==> config.mk <==
export PLATFORM = sky130hd
export DESIGN_NAME = turtle_dead_reckoning_distance_unit
export DESIGN_NICKNAME = d
export VERILOG_FILES = /design/src/design/tdrd_pkg.sv /design/src/design/tdrd_ctrl.sv /design/src/design/tdrd_dp.sv /design/src/design/turtle_dead_reckoning_distance_unit.sv
export SDC_FILE = /design/constraint.sdc
export NUM_CORES = 2
export LEC_CHECK = 0
export BUFFER_PORTS_ARGS = -buffer_cell sky130_fd_sc_hd__clkbuf_2
export CAP_MARGIN = 20
export CORE_MARGIN = 2
export CORE_UTILIZATION = 37
export CTS_CLUSTER_SIZE = 12
export DETAILED_ROUTE_END_ITERATION = 12
export SETUP_SLACK_MARGIN = 0.2
export SLEW_MARGIN = 20
export SYNTH_ARGS = -nofsm -noshare
export SYNTH_HDL_FRONTEND = slang
export SYNTH_SLANG_ARGS = --single-unit
export TNS_END_PERCENT = 20
==> constraint.sdc <==
create_clock -name clk_i -period 8.4 [get_ports clk_i]
set_input_delay 0 -clock clk_i [delete_from_list [all_inputs] [get_ports clk_i]]
set_output_delay 0 -clock clk_i [all_outputs]
set_load 0.02 [all_outputs]
==> src/design/tdrd_pkg.sv <==
// ----------------------------------------------------------------------------
// tdrd_pkg : shared definitions for the turtle dead-reckoning distance unit
// Command codes, trig table, turn reciprocal and the controller/datapath link.
// ----------------------------------------------------------------------------
package tdrd_pkg;

  // default configuration
  localparam int FRAC_BITS_DEF   = 16;
  localparam int AMOUNT_BITS_DEF = 16;
  localparam int POS_BITS_DEF    = 48;

  // fixed field widths
  localparam int REQ_W    = 2;
  localparam int AMT_W    = 16;
  localparam int DIST_W   = 32;
  localparam int HEAD_W   = 9;
  localparam int TRIG_W   = 17;
  localparam int MUL_B_W  = 18;
  localparam int PROD_W   = AMT_W + MUL_B_W;

  // angles in degrees
  localparam int HALF_TURN    = 180;
  localparam int FULL_TURN    = 2 * HALF_TURN;
  localparam int QUARTER_TURN = HALF_TURN / 2;

  // amount / 360 as a multiply by a rounded-up reciprocal; exact for 16-bit amounts
  localparam int RECIP_SHIFT = 26;
  localparam int RECIP_VAL   = ((1 << RECIP_SHIFT) + FULL_TURN - 1) / FULL_TURN;
  localparam int QUOT_W      = 8;

  typedef enum logic [REQ_W-1:0] {
    REQ_FWD   = 2'd0,
    REQ_BACK  = 2'd1,
    REQ_LEFT  = 2'd2,
    REQ_RIGHT = 2'd3
  } req_e;

  // quarter-wave sine, Q1.16
  localparam logic [TRIG_W-1:0] SINE_ROM [0:QUARTER_TURN] = '{
    17'd0,     17'd1144,  17'd2287,  17'd3430,  17'd4572,  17'd5712,  17'd6850,
    17'd7987,  17'd9121,  17'd10252, 17'd11380, 17'd12505, 17'd13626, 17'd14742,
    17'd15855, 17'd16962, 17'd18064, 17'd19161, 17'd20252, 17'd21336, 17'd22415,
    17'd23486, 17'd24550, 17'd25607, 17'd26656, 17'd27697, 17'd28729, 17'd29753,
    17'd30767, 17'd31772, 17'd32768, 17'd33754, 17'd34729, 17'd35693, 17'd36647,
    17'd37590, 17'd38521, 17'd39441, 17'd40348, 17'd41243, 17'd42126, 17'd42995,
    17'd43852, 17'd44695, 17'd45525, 17'd46341, 17'd47143, 17'd47930, 17'd48703,
    17'd49461, 17'd50203, 17'd50931, 17'd51643, 17'd52339, 17'd53020, 17'd53684,
    17'd54332, 17'd54963, 17'd55578, 17'd56175, 17'd56756, 17'd57319, 17'd57865,
    17'd58393, 17'd58903, 17'd59396, 17'd59870, 17'd60326, 17'd60764, 17'd61183,
    17'd61584, 17'd61966, 17'd62328, 17'd62672, 17'd62997, 17'd63303, 17'd63589,
    17'd63856, 17'd64104, 17'd64332, 17'd64540, 17'd64729, 17'd64898, 17'd65048,
    17'd65177, 17'd65287, 17'd65376, 17'd65446, 17'd65496, 17'd65526, 17'd65536
  };

  typedef struct packed {
    logic                neg;
    logic [TRIG_W-1:0]   mag;
  } trig_t;

  // signed sine of an angle 0..359
  function automatic trig_t trig_lookup(input logic [HEAD_W-1:0] deg);
    trig_t             res;
    logic [HEAD_W-1:0] rem;
    logic [1:0]        quad;
    logic [6:0]        idx;
    if (deg >= HEAD_W'(3 * QUARTER_TURN)) begin
      quad = 2'd3;
      rem  = deg - HEAD_W'(3 * QUARTER_TURN);
    end else if (deg >= HEAD_W'(HALF_TURN)) begin
      quad = 2'd2;
      rem  = deg - HEAD_W'(HALF_TURN);
    end else if (deg >= HEAD_W'(QUARTER_TURN)) begin
      quad = 2'd1;
      rem  = deg - HEAD_W'(QUARTER_TURN);
    end else begin
      quad = 2'd0;
      rem  = deg;
    end
    idx = quad[0] ? (7'(QUARTER_TURN) - rem[6:0]) : rem[6:0];
    res.mag = SINE_ROM[idx];
    res.neg = quad[1];
    return res;
  endfunction

  // controller -> datapath
  typedef struct packed {
    logic load_in;     // capture amount, look up cosine
    logic trig_sin;    // look up sine
    logic mul_trig;    // product <= amount * trig
    logic mul_recip;   // product <= amount * reciprocal of 360
    logic add_x;       // saturating add of product into x
    logic add_y;       // saturating add of product into y
    logic negate;      // move is backwards
    logic turn_left;
    logic turn_right;
    logic sq_load;     // start sum of squares
    logic sq_step;
    logic rt_load;     // start square root
    logic rt_step;
    logic out_load;    // round into output register, clear state
  } dp_cmd_t;

  // datapath -> controller
  typedef struct packed {
    logic step_last;   // iteration counter at its final step
  } dp_status_t;

endpackage

==> src/design/tdrd_ctrl.sv <==
// ----------------------------------------------------------------------------
// tdrd_ctrl : sequencer of the turtle dead-reckoning distance unit
// Steps each command through the datapath and owns both handshakes.
// ----------------------------------------------------------------------------
module tdrd_ctrl (
  input  logic                           clk_i,
  input  logic                           rst_ni,
  input  logic                           in_valid_i,
  output logic                           in_ready_o,
  input  logic [tdrd_pkg::REQ_W-1:0]     req_type_i,
  input  logic                           end_of_program_i,
  output logic                           out_valid_o,
  input  logic                           out_ready_i,
  output tdrd_pkg::dp_cmd_t              cmd_o,
  input  tdrd_pkg::dp_status_t           status_i
);

  typedef enum logic [10:0] {
    ST_IDLE    = 11'b000_0000_0001,
    ST_MUL_X   = 11'b000_0000_0010,
    ST_MUL_Y   = 11'b000_0000_0100,
    ST_ADD_Y   = 11'b000_0000_1000,
    ST_RECIP   = 11'b000_0001_0000,
    ST_TURN    = 11'b000_0010_0000,
    ST_SQ_LOAD = 11'b000_0100_0000,
    ST_SQUARE  = 11'b000_1000_0000,
    ST_RT_LOAD = 11'b001_0000_0000,
    ST_ROOT    = 11'b010_0000_0000,
    ST_ROUND   = 11'b100_0000_0000
  } state_e;

  state_e           state_q, state_d;
  tdrd_pkg::req_e   kind_q, kind_d;
  logic             last_q, last_d;
  logic             out_valid_q, out_valid_d;

  assign in_ready_o  = (state_q == ST_IDLE);
  assign out_valid_o = out_valid_q;

  always_comb begin
    cmd_o   = '0;
    state_d = state_q;
    kind_d  = kind_q;
    last_d  = last_q;
    cmd_o.negate = (kind_q == tdrd_pkg::REQ_BACK);
    unique case (state_q)
      ST_IDLE: begin
        if (in_valid_i) begin
          cmd_o.load_in = 1'b1;
          kind_d        = tdrd_pkg::req_e'(req_type_i);
          last_d        = end_of_program_i;
          if (req_type_i inside {tdrd_pkg::REQ_FWD, tdrd_pkg::REQ_BACK}) begin
            state_d = ST_MUL_X;
          end else begin
            state_d = ST_RECIP;
          end
        end
      end
      ST_MUL_X: begin
        cmd_o.mul_trig = 1'b1;
        cmd_o.trig_sin = 1'b1;
        state_d        = ST_MUL_Y;
      end
      ST_MUL_Y: begin
        cmd_o.add_x    = 1'b1;
        cmd_o.mul_trig = 1'b1;
        state_d        = ST_ADD_Y;
      end
      ST_ADD_Y: begin
        cmd_o.add_y = 1'b1;
        state_d     = last_q ? ST_SQ_LOAD : ST_IDLE;
      end
      ST_RECIP: begin
        cmd_o.mul_recip = 1'b1;
        state_d         = ST_TURN;
      end
      ST_TURN: begin
        cmd_o.turn_left  = (kind_q == tdrd_pkg::REQ_LEFT);
        cmd_o.turn_right = (kind_q == tdrd_pkg::REQ_RIGHT);
        state_d          = last_q ? ST_SQ_LOAD : ST_IDLE;
      end
      ST_SQ_LOAD: begin
        cmd_o.sq_load = 1'b1;
        state_d       = ST_SQUARE;
      end
      ST_SQUARE: begin
        cmd_o.sq_step = 1'b1;
        if (status_i.step_last) begin
          state_d = ST_RT_LOAD;
        end
      end
      ST_RT_LOAD: begin
        cmd_o.rt_load = 1'b1;
        state_d       = ST_ROOT;
      end
      ST_ROOT: begin
        cmd_o.rt_step = 1'b1;
        if (status_i.step_last) begin
          state_d = ST_ROUND;
        end
      end
      ST_ROUND: begin
        // wait for the previous result to leave the output register
        if (!out_valid_q || out_ready_i) begin
          cmd_o.out_load = 1'b1;
          state_d        = ST_IDLE;
        end
      end
      default: begin
        state_d = ST_IDLE;
      end
    endcase
  end

  always_comb begin
    out_valid_d = out_valid_q;
    if (cmd_o.out_load) begin
      out_valid_d = 1'b1;
    end else if (out_valid_q && out_ready_i) begin
      out_valid_d = 1'b0;
    end
  end

  always_ff @(posedge clk_i or negedge rst_ni) begin
    if (!rst_ni) begin
      state_q     <= ST_IDLE;
      kind_q      <= tdrd_pkg::REQ_FWD;
      last_q      <= 1'b0;
      out_valid_q <= 1'b0;
    end else begin
      state_q     <= state_d;
      kind_q      <= kind_d;
      last_q      <= last_d;
      out_valid_q <= out_valid_d;
    end
  end

endmodule

==> src/design/tdrd_dp.sv <==
// ----------------------------------------------------------------------------
// tdrd_dp : datapath of the turtle dead-reckoning distance unit
// Heading, saturating position, shared multiplier, serial squares and root.
// ----------------------------------------------------------------------------
module tdrd_dp #(
  parameter int FRAC_BITS   = tdrd_pkg::FRAC_BITS_DEF,
  parameter int AMOUNT_BITS = tdrd_pkg::AMOUNT_BITS_DEF,
  parameter int POS_BITS    = tdrd_pkg::POS_BITS_DEF
) (
  input  logic                            clk_i,
  input  logic                            rst_ni,
  input  tdrd_pkg::dp_cmd_t               cmd_i,
  output tdrd_pkg::dp_status_t            status_o,
  input  logic [tdrd_pkg::AMT_W-1:0]      amount_i,
  output logic [tdrd_pkg::DIST_W-1:0]     distance_o,
  output logic                            saturated_o
);

  localparam int AW      = tdrd_pkg::AMT_W;
  localparam int HW      = tdrd_pkg::HEAD_W;
  localparam int PW      = tdrd_pkg::PROD_W;
  localparam int AMT_USE = (AMOUNT_BITS < AW) ? AMOUNT_BITS : AW;
  localparam int MAG_W   = 33;   // amount * trig plus rounding headroom
  localparam int SCL_W   = (FRAC_BITS >= 16) ? MAG_W + FRAC_BITS - 16 : MAG_W;
  localparam int DLT_W   = SCL_W + 1;
  localparam int SUM_W   = ((POS_BITS > DLT_W) ? POS_BITS : DLT_W) + 1;
  localparam int CNT_W   = $clog2(POS_BITS);
  localparam int RND_W   = ((POS_BITS + 1) > 33) ? POS_BITS + 1 : 33;

  localparam logic signed [SUM_W-1:0] POS_MAX =
    SUM_W'($signed({1'b0, {(POS_BITS-1){1'b1}}}));
  localparam logic signed [SUM_W-1:0] POS_MIN =
    SUM_W'($signed({1'b1, {(POS_BITS-1){1'b0}}}));

  // architectural state
  logic        [HW-1:0]        heading_q, heading_d;
  logic signed [POS_BITS-1:0]  pos_x_q, pos_x_d, pos_y_q, pos_y_d;
  logic                        sat_q, sat_d;
  logic        [CNT_W-1:0]     cnt_q, cnt_d;

  // working registers
  logic [AW-1:0]               amt_q;
  logic                        trig_neg_q;
  logic [tdrd_pkg::TRIG_W-1:0] trig_mag_q;
  logic [PW-1:0]               prod_q;
  logic                        prod_neg_q;
  logic [POS_BITS-1:0]         mx_q, my_q, xs_q, ys_q, sq_lo_q;
  logic [POS_BITS:0]           sq_hi_q;
  logic [2*POS_BITS-1:0]       s_q;
  logic [POS_BITS+1:0]         r_q;
  logic [POS_BITS-1:0]         root_q;
  logic [tdrd_pkg::DIST_W-1:0] dist_q;
  logic                        sat_out_q;

  // --- trig lookup ---
  logic [HW:0]       cos_sum;
  logic [HW-1:0]     cos_ang, trig_ang;
  tdrd_pkg::trig_t   trig;

  always_comb begin
    cos_sum  = {1'b0, heading_q} + (HW+1)'(tdrd_pkg::QUARTER_TURN);
    cos_ang  = (cos_sum >= (HW+1)'(tdrd_pkg::FULL_TURN)) ?
               HW'(cos_sum - (HW+1)'(tdrd_pkg::FULL_TURN)) : cos_sum[HW-1:0];
    trig_ang = cmd_i.load_in ? cos_ang : heading_q;
    trig     = tdrd_pkg::trig_lookup(trig_ang);
  end

  // --- shared multiplier ---
  logic [tdrd_pkg::MUL_B_W-1:0] mul_b;
  logic [PW-1:0]                mul_p;

  always_comb begin
    mul_b = cmd_i.mul_recip ? tdrd_pkg::MUL_B_W'(tdrd_pkg::RECIP_VAL)
                            : {1'b0, trig_mag_q};
    mul_p = PW'(amt_q) * PW'(mul_b);
  end

  // --- move scaling ---
  logic [MAG_W-1:0] pmag;
  logic [SCL_W-1:0] scaled;

  assign pmag = prod_q[MAG_W-1:0];

  if (FRAC_BITS >= 16) begin : g_scale_up
    assign scaled = SCL_W'(pmag) << (FRAC_BITS - 16);
  end else begin : g_scale_down
    localparam int RSH = 16 - FRAC_BITS;
    assign scaled = (pmag + (MAG_W'(1) << (RSH - 1))) >> RSH;
  end

  // --- saturating accumulate, shared by x and y ---
  logic signed [DLT_W-1:0]    delta;
  logic signed [SUM_W-1:0]    acc_sum;
  logic signed [POS_BITS-1:0] acc_sel, acc_res;
  logic                       acc_sat;

  always_comb begin
    delta   = (prod_neg_q ^ cmd_i.negate) ? -$signed({1'b0, scaled})
                                          : $signed({1'b0, scaled});
    acc_sel = cmd_i.add_x ? pos_x_q : pos_y_q;
    acc_sum = SUM_W'(acc_sel) + SUM_W'(delta);
    acc_sat = 1'b1;
    if (acc_sum > POS_MAX) begin
      acc_res = POS_MAX[POS_BITS-1:0];
    end else if (acc_sum < POS_MIN) begin
      acc_res = POS_MIN[POS_BITS-1:0];
    end else begin
      acc_res = acc_sum[POS_BITS-1:0];
      acc_sat = 1'b0;
    end
  end

  // --- turn ---
  logic [tdrd_pkg::QUOT_W-1:0] quot;
  logic [AW-1:0]               turn_rem;
  logic [HW:0]                 head_sum;
  logic [HW-1:0]               head_new;

  always_comb begin
    quot     = prod_q[tdrd_pkg::RECIP_SHIFT +: tdrd_pkg::QUOT_W];
    turn_rem = amt_q - AW'(quot * AW'(tdrd_pkg::FULL_TURN));
    if (cmd_i.turn_left) begin
      head_sum = {1'b0, heading_q} + (HW+1)'(turn_rem[HW-1:0]);
    end else begin
      head_sum = {1'b0, heading_q} + (HW+1)'(tdrd_pkg::FULL_TURN)
               - (HW+1)'(turn_rem[HW-1:0]);
    end
    head_new = (head_sum >= (HW+1)'(tdrd_pkg::FULL_TURN)) ?
               HW'(head_sum - (HW+1)'(tdrd_pkg::FULL_TURN)) : head_sum[HW-1:0];
  end

  // --- sum of squares, LSB first, both axes together ---
  logic [POS_BITS-1:0] mag_x, mag_y;
  logic [POS_BITS:0]   sq_t;

  always_comb begin
    mag_x = pos_x_q[POS_BITS-1] ? (~pos_x_q + 1'b1) : pos_x_q;
    mag_y = pos_y_q[POS_BITS-1] ? (~pos_y_q + 1'b1) : pos_y_q;
    sq_t  = sq_hi_q + (POS_BITS+1)'(xs_q[0] ? mx_q : '0)
                    + (POS_BITS+1)'(ys_q[0] ? my_q : '0);
  end

  // --- restoring square root, two radicand bits a step ---
  logic [POS_BITS+1:0] r_sh, r_trial;
  logic                r_ge;

  always_comb begin
    r_sh    = {r_q[POS_BITS-1:0], s_q[2*POS_BITS-1 -: 2]};
    r_trial = {root_q, 2'b01};
    r_ge    = (r_sh >= r_trial);
  end

  // --- rounding of the root ---
  logic [RND_W-1:0] rnd_sum, rnd_shr;
  logic             rnd_sat;

  always_comb begin
    rnd_sum = RND_W'(root_q) + (RND_W'(1) << (FRAC_BITS - 1));
    rnd_shr = rnd_sum >> FRAC_BITS;
    rnd_sat = (rnd_shr > RND_W'(32'hFFFF_FFFF));
  end

  // --- state next values ---
  always_comb begin
    heading_d = heading_q;
    pos_x_d   = pos_x_q;
    pos_y_d   = pos_y_q;
    sat_d     = sat_q;
    cnt_d     = cnt_q;
    if (cmd_i.add_x) begin
      pos_x_d = acc_res;
      sat_d   = sat_q | acc_sat;
    end
    if (cmd_i.add_y) begin
      pos_y_d = acc_res;
      sat_d   = sat_q | acc_sat;
    end
    if (cmd_i.turn_left || cmd_i.turn_right) begin
      heading_d = head_new;
    end
    if (cmd_i.sq_load || cmd_i.rt_load) begin
      cnt_d = CNT_W'(POS_BITS - 1);
    end else if ((cmd_i.sq_step || cmd_i.rt_step) && (cnt_q != '0)) begin
      cnt_d = cnt_q - 1'b1;
    end
    if (cmd_i.out_load) begin
      heading_d = '0;
      pos_x_d   = '0;
      pos_y_d   = '0;
      sat_d     = 1'b0;
    end
  end

  assign status_o.step_last = (cnt_q == '0);

  always_ff @(posedge clk_i or negedge rst_ni) begin
    if (!rst_ni) begin
      heading_q <= '0;
      pos_x_q   <= '0;
      pos_y_q   <= '0;
      sat_q     <= 1'b0;
      cnt_q     <= '0;
    end else begin
      heading_q <= heading_d;
      pos_x_q   <= pos_x_d;
      pos_y_q   <= pos_y_d;
      sat_q     <= sat_d;
      cnt_q     <= cnt_d;
    end
  end

  // payload registers, no reset
  always_ff @(posedge clk_i) begin
    if (cmd_i.load_in) begin
      amt_q <= AW'(amount_i[AMT_USE-1:0]);
    end
    if (cmd_i.load_in || cmd_i.trig_sin) begin
      trig_neg_q <= trig.neg;
      trig_mag_q <= trig.mag;
    end
    if (cmd_i.mul_trig || cmd_i.mul_recip) begin
      prod_q     <= mul_p;
      prod_neg_q <= trig_neg_q;
    end
    if (cmd_i.sq_load) begin
      mx_q    <= mag_x;
      my_q    <= mag_y;
      xs_q    <= mag_x;
      ys_q    <= mag_y;
      sq_hi_q <= '0;
      sq_lo_q <= '0;
    end else if (cmd_i.sq_step) begin
      xs_q    <= xs_q >> 1;
      ys_q    <= ys_q >> 1;
      sq_hi_q <= {1'b0, sq_t[POS_BITS:1]};
      sq_lo_q <= {sq_t[0], sq_lo_q[POS_BITS-1:1]};
    end
    if (cmd_i.rt_load) begin
      s_q    <= {sq_hi_q[POS_BITS-1:0], sq_lo_q};
      r_q    <= '0;
      root_q <= '0;
    end else if (cmd_i.rt_step) begin
      s_q    <= s_q << 2;
      r_q    <= r_ge ? (r_sh - r_trial) : r_sh;
      root_q <= {root_q[POS_BITS-2:0], r_ge};
    end
    if (cmd_i.out_load) begin
      dist_q    <= rnd_sat ? '1 : rnd_shr[tdrd_pkg::DIST_W-1:0];
      sat_out_q <= sat_q;
    end
  end

  assign distance_o  = dist_q;
  assign saturated_o = sat_out_q;

endmodule

==> src/design/turtle_dead_reckoning_distance_unit.sv <==
// ----------------------------------------------------------------------------
// turtle_dead_reckoning_distance_unit : turtle command dead reckoning
// Tracks heading and fixed-point position; reports distance from the origin.
// ----------------------------------------------------------------------------
// Takes one turtle command per input beat (forward, back, turn left, turn
// right) and keeps a heading in whole degrees and a saturating signed
// position with FRAC_BITS fraction bits in POS_BITS-bit accumulators. For a
// move the single 16x18 multiplier is used once for the cosine and once for
// the sine term, and one shared saturating adder updates x and then y. For a
// turn the same multiplier reduces the angle modulo 360 through a
// reciprocal, then the heading is wrapped. A command with end_of_program set
// is followed by a bit-serial sum of squares over POS_BITS steps, a
// restoring square root retiring one root bit a step, and a rounding step
// that loads the output register and clears heading, position and the
// saturation flag. The result beat then waits in the output register while
// further commands are accepted; only a second end of program stalls until
// the earlier result has been taken. No clearing pass is needed after reset.
// ----------------------------------------------------------------------------
module turtle_dead_reckoning_distance_unit #(
  parameter int FRAC_BITS   = tdrd_pkg::FRAC_BITS_DEF,   // 8..24
  parameter int AMOUNT_BITS = tdrd_pkg::AMOUNT_BITS_DEF, // 8..24, low bits of amount used
  parameter int POS_BITS    = tdrd_pkg::POS_BITS_DEF     // 32..64
) (
  input  logic                            clk_i,
  input  logic                            rst_ni,
  // command channel
  input  logic                            in_valid_i,
  output logic                            in_ready_o,
  input  logic [tdrd_pkg::REQ_W-1:0]      req_type_i,
  input  logic [tdrd_pkg::AMT_W-1:0]      amount_i,
  input  logic                            end_of_program_i,
  // result channel
  output logic                            out_valid_o,
  input  logic                            out_ready_i,
  output logic [tdrd_pkg::DIST_W-1:0]     distance_o,
  output logic                            saturated_o
);

  // controller drives the command strobes; the datapath only reports
  // when its iteration counter has reached the last step
  tdrd_pkg::dp_cmd_t    cmd;
  tdrd_pkg::dp_status_t status;

  tdrd_ctrl u_ctrl (
    .clk_i            (clk_i),
    .rst_ni           (rst_ni),
    .in_valid_i       (in_valid_i),
    .in_ready_o       (in_ready_o),
    .req_type_i       (req_type_i),
    .end_of_program_i (end_of_program_i),
    .out_valid_o      (out_valid_o),
    .out_ready_i      (out_ready_i),
    .cmd_o            (cmd),
    .status_i         (status)
  );

  // the amount is captured in the datapath on the accepting edge, the command
  // kind and end flag in the controller
  tdrd_dp #(
    .FRAC_BITS   (FRAC_BITS),
    .AMOUNT_BITS (AMOUNT_BITS),
    .POS_BITS    (POS_BITS)
  ) u_dp (
    .clk_i       (clk_i),
    .rst_ni      (rst_ni),
    .cmd_i       (cmd),
    .status_o    (status),
    .amount_i    (amount_i),
    .distance_o  (distance_o),
    .saturated_o (saturated_o)
  );

endmodule

### Word-level counts from Yosys, hierarchy flattened

Memories as Yosys holds them, arrays and structs flattened. A register that Yosys moved wholly into a read port is not among the register bits.
Cells that the tools add are included.

* memories kept: 1
* input port bits: 23
* ROM bits: 2176
* word-level logic and storage cells: 169
* output and inout bits: 35
* register bits: 692

* multipliers: 2
* $lt $le $gt $ge: 9
* equality and inequality tests: 19
* bitwise logic cells: 5
* muxes and demuxes: 63
* reduce and logical (&&, ||, !) cells: 26
* $add $sub $neg: 20

Memories
* (no name shown): words 128, bits a word 17, rd ports 1, clocked after Yosys merged registers in 1, wr ports 0, line tdrd_pkg.sv:80 `res.mag = SINE_ROM[idx];`

Operators by type and width (count)
* $mux W48: 16
* $mux W96: 2
* $pmux W11 S10: 1
* $add A48 B1 Y48 const B: 2
* $not A48 Y48: 2
* $ge A50 B50 Y1: 1
* $add A48 B16 Y49 const B: 1
* $add A48 B34 Y49: 1
* $add A48 B49 Y49: 1
* $add A49 B49 Y49: 1
* $gt A49 B48 Y1 const B: 1
* $lt A49 B48 Y1 const B: 1
* $sub A48 B48 Y48: 1
* $mux W9: 5
* $mux W11: 4
* $mux W7: 5
* $mul A16 B18 Y34: 1
* $mux W34: 1
* $neg A33 Y34: 1
* $gt A33 B32 Y1 const B: 1
* $mux W1: 23
* $ge A10 B9 Y1 const B: 2
* $mux W18: 1
* $sub A9 B9 Y9 const B: 2
* other kinds (47): 67

### Logic depth before layout (Yosys ltp)

* depth in word-level cells: 11
* gate-level depth with buffers: 38
* mapped depth without buffers: 35

### By module

A second synthesis with hierarchy kept.

* cell total of the unflattened synthesis: 5286
* area, all modules: 52601.7 um^2

Modules (own cells, without submodules)
* tdrd_dp: cells each 5190, area each 51684.6 um^2, instances 1
* tdrd_ctrl: cells each 96, area each 917.1 um^2, instances 1

### Worst setup path before layout

Ideal clock, no wire load.

* kind: register -> register
* from: register u_ctrl.state_q[2]
* to: register u_dp.prod_q[32] (data pin)
* period minus slack after synthesis: 8642 ps
* required time: 8141 ps
* setup time: 259 ps
* path slack: -242 ps
* buffers on the path: 4
* data arrival time: 8382 ps
* cell stages (with the launch flop): 37
* cell sequence: dfrtp_1 > clkbuf_1 > or4_1 > nor2_1 > nand2_1 > or4b_2 > clkbuf_1 > clkbuf_1 > clkbuf_1 > and3_1 > fa_1 > inv_1 > fa_1 > inv_1 > ha_1 > inv_1 > fa_1 > inv_1 > fa_1 > inv_1 > fa_1 > inv_1 > ha_1 > a21oi_1 > o21ai_0 > a21o_1 > a21oi_1 > nor2b_1 > o21ai_0 > o21bai_1 > o21ai_0 > o21ai_0 > o41ai_1 > o211ai_1 > nor3_1 > a21oi_1 > xnor2_1

* cells in the longest elaborated chain, start to end: 4

RTL lines
* start, declared: line tdrd_ctrl.sv:32 `state_e state_q, state_d;`
* start signal, assigned: line tdrd_ctrl.sv:131 `state_q <= state_d;`
* $eq A11 B5 Y1: line tdrd_ctrl.sv:46 `unique case (state_q)`
* $mux W1: line tdrd_ctrl.sv:46
* $mux W18: line tdrd_dp.sv:73 `mul_b = cmd_i.mul_recip ? tdrd_pkg::MUL_B_W'(tdrd_pkg::RECIP_VAL)`
* $mul A16 B18 Y34: line tdrd_dp.sv:75 `mul_p = PW'(amt_q) * PW'(mul_b);`
* named net u_dp.mul_p[32]: line tdrd_dp.sv:70 `logic [PW-1:0] mul_p;`
* end signal, assigned: line tdrd_dp.sv:222 `prod_q <= mul_p;`
* end, declared: line tdrd_dp.sv:45 `logic [PW-1:0] prod_q;`

The timed path passes the listed nets, and every way through them passes these cells.
A chain may end at the register's enable or synchronous reset.

### Worst setup path in the final report

* from: register u_ctrl.state_q[3]
* to: register u_dp.prod_q[29] (data pin)

Same word-level chain as after synthesis.

==> impl_results.md <==
* Status: completed
* Clock Skews at 0.0448 ns
* Inserted Diodes at 0
* Grt peak-use layer: met2
* Final core utilization at 0.416
* Number of synthesized flops with an enable pin at 389
* Die width at 381 um
* Initial antenna violation count at 0
* Min-delay worst type: in -> reg
* Residual DRC count at 0
* TritonCTS buffer count at 86
* Vias at 41,800
* Nets at 6,609
* FMAX at roughly 120 MHz
* Placed Area at 55,100 um2
* Met2 usage at 0.307
* Clock sink count at between 700 and 800
* Slowest cell on the critical path: or4b_4
* Boundary Pins at 58
* Total GRT Usage at 0.189
* Global route total overflow at 0
* Max Slew Vio Count at 0
* Clock slew at reported path FFs at around 0.050 ns
* Final worst-path cycle share at 0.956
* Synth top cells by count: nand2_1, inv_1, edfxtp_1
* Hold WS at 0.0631 ns
* Buffer and inverter count on the worst path at 7
* Number of synthesis warnings at 0
* Critical Path Source Type: flip-flop
* Post-Syn Nets at 6,571
* WP data required at 8.83 ns
* Mapped Avg Cell Area at slightly below 9 um2
* Rel. slew slack at 0.283
* Top-count cell post-synth: nand2_1
* Clk_lat worst skew at 0.70 ns
* Post-synth top area share at 0.223
* Clock Tree Root: clkbuf_16
* Die H at about 380 um
* Worst-Margin Slew at between 1 and 1.5 ns
* Layout cells sized above 1 at 0.0715
* Largest net degree at the start of global routing at about 140
* Hpwl dp at 100 mm
* Post-synthesis sequential area ratio at 0.356
* Arrival time at the worst endpoint at between 8 and 9 ns
* Seq cells post-synth at 708
* Routed Antenna Nets at 0
* CTS tree: yes
* Post-Syn Area at ~52,000 um2
* Final setup violation count at 0
* Post-Route WL at about 140 mm
* Main synth FF type: edfxtp_1
* Max-cap violations at 0
* Synth unique cells at about 110
* GRT met3 Usage at 0.0233
* Worst setup EP type: flip-flop
* Die ar. at 145,000 um2
* Max Fanout on Critical Path at 6
* Starting Density at 0.372
* CP peak stage delay at between 0.6 and 0.7 ns
* CP delay by family, top: adder cells
* Top cells by area, synth: edfxtp_1, fa_1, nand2_1
* Number of H-tree levels at 3
* Final Critical Period at 8.03 ns
* Area Growth Syn to Fin at 12.1%
* Grt met1 use at 0.266
* CTS max path bufs at 3
* RSZ-0062 raised after global routing: true
* Final hold vios at 0
* GPL Wtd Cong at 0.904
* Initial drt markers at 2,963
* Port Buf Inserts at 57
* Setup CP Type: reg -> reg
* DRT Pass-1 Iters at 7
* CORE AREA at 141,000 um2
* Cells after Synth at 5,961
* Ys async rst share at 0.179
* Post-DR vias/cell at 5.25
* Vias in the first global route at ~40,000
* Post-route cell area at 58,800 um2
* Cell repeated most along the worst path: fa_1
* Global-route wire length before repair at 225 mm
* Routed len/inst at 17.3 um
* Cell Rows at approximately 140
* Cell taking the most area after synthesis: edfxtp_1
-- repair_timing --
action,CTS,global route
gates cloned,3,2
endpoints found under the setup margin,5,34
hold buffers,39,0
endpoints found under the hold margin,111,0
pin swaps,2,20
resized for setup,9,38
buffers inserted,1,6
-- layout make-up --
class / instances / area, um2
Fill cell: 14100 / 82400
Multi-Input combinational cell: 4401 / 30800
Timing Repair Buffer: 227 / 1800
Clock inverter: 46 / 639
Inverter: 575 / 2170
Tap cell: 1890 / 2360
Sequential cell: 708 / 18700
Clock buffer: 115 / 2340
-- registers in the layout, summed over array words and instances, names as in the netlist, 17 cells and up --
register / flops
u_dp.distance_o: 32
u_dp.root_q: 48
u_dp.r_q: 48
u_dp.trig_mag_q: 17
u_dp.sq_hi_q: 48
u_dp.mx_q: 48
u_dp.prod_q: 33
u_dp.sq_lo_q: 48
u_dp.pos_x_q: 48
u_dp.xs_q: 48
u_dp.s_q: 96
u_dp.pos_y_q: 48
u_dp.ys_q: 48
u_dp.my_q: 48
-- cell families after synthesis --
| kind of cell | Yosys count | share of synthesized area |
|---|---|---|
| flops | 708 | 0.356 |
| xor+xnor | 334 | 0.0573 |
| fa+ha+maj | 589 | 0.180 |
| mux | 20 | 0.00417 |
| simple gates | 2274 | 0.192 |
| buf+inv | 857 | 0.0627 |
| compound gates | 1179 | 0.148 |
-- routing by layer --
| metal | wire length [um] | vias to the layer above |
|---|---|---|
| met5 | 0 | - |
| met4 | 3150 | 0 |
| met3 | 6590 | 207 |
| met2 | 63800 | 1018 |
| met1 | 64100 | 20200 |
| li1 | - | 20400 |
-- metrics by stage --
stage          setup WS [ns]  instances  TNS [ns]
5_1_grt              0.00684       7962         0
3_3_place_gp         -0.0498       7750   -0.0498
3_5_place_dp          -0.161       7750    -0.161
2_1_floorplan          0.184       5961         0
4_1_cts                0.195       7954         0
6_report               0.366       7962         0
-- worst paths after layout --
check | slack, ns | startpoint | end | cells past startpoint
setup / recovery | 0.37 | u_ctrl.state_q[3] | u_dp.prod_q[29] | 29
hold / removal | 0.06 | amount_i[9] | u_dp.amt_q[9] | 2
setup reg to reg | 0.37 | u_ctrl.state_q[3] | u_dp.prod_q[29] | 29
hold reg to reg | 0.43 | u_dp.trig_neg_q | u_dp.prod_neg_q | 0
max in group asynchronous | 7.08 | rst_ni | u_dp.pos_x_q[35] | 4
min in group asynchronous | 0.36 | rst_ni | u_dp.pos_y_q[24] | 3
-- cells in the final DEF (no fill, tap or decap), drive strengths merged, types with 91 or more instances in the layout --
cell,Yosys,layout
nor3,91,91
nand2,1344,1344
buf,43,133
xnor2,233,233
and2,91,91
dfrtp,126,126
dfxtp,192,192
nand3,134,134
inv,570,579
edfxtp,389,389
ha,312,312
clkbuf,239,171
xor2,101,101
nor2,272,272
fa,275,275
o21ai,300,300
a21oi,258,258
Power is left out: the tool's default activity adds up to more than one toggle a clock period on the data nets, which glitch-free logic cannot reach.
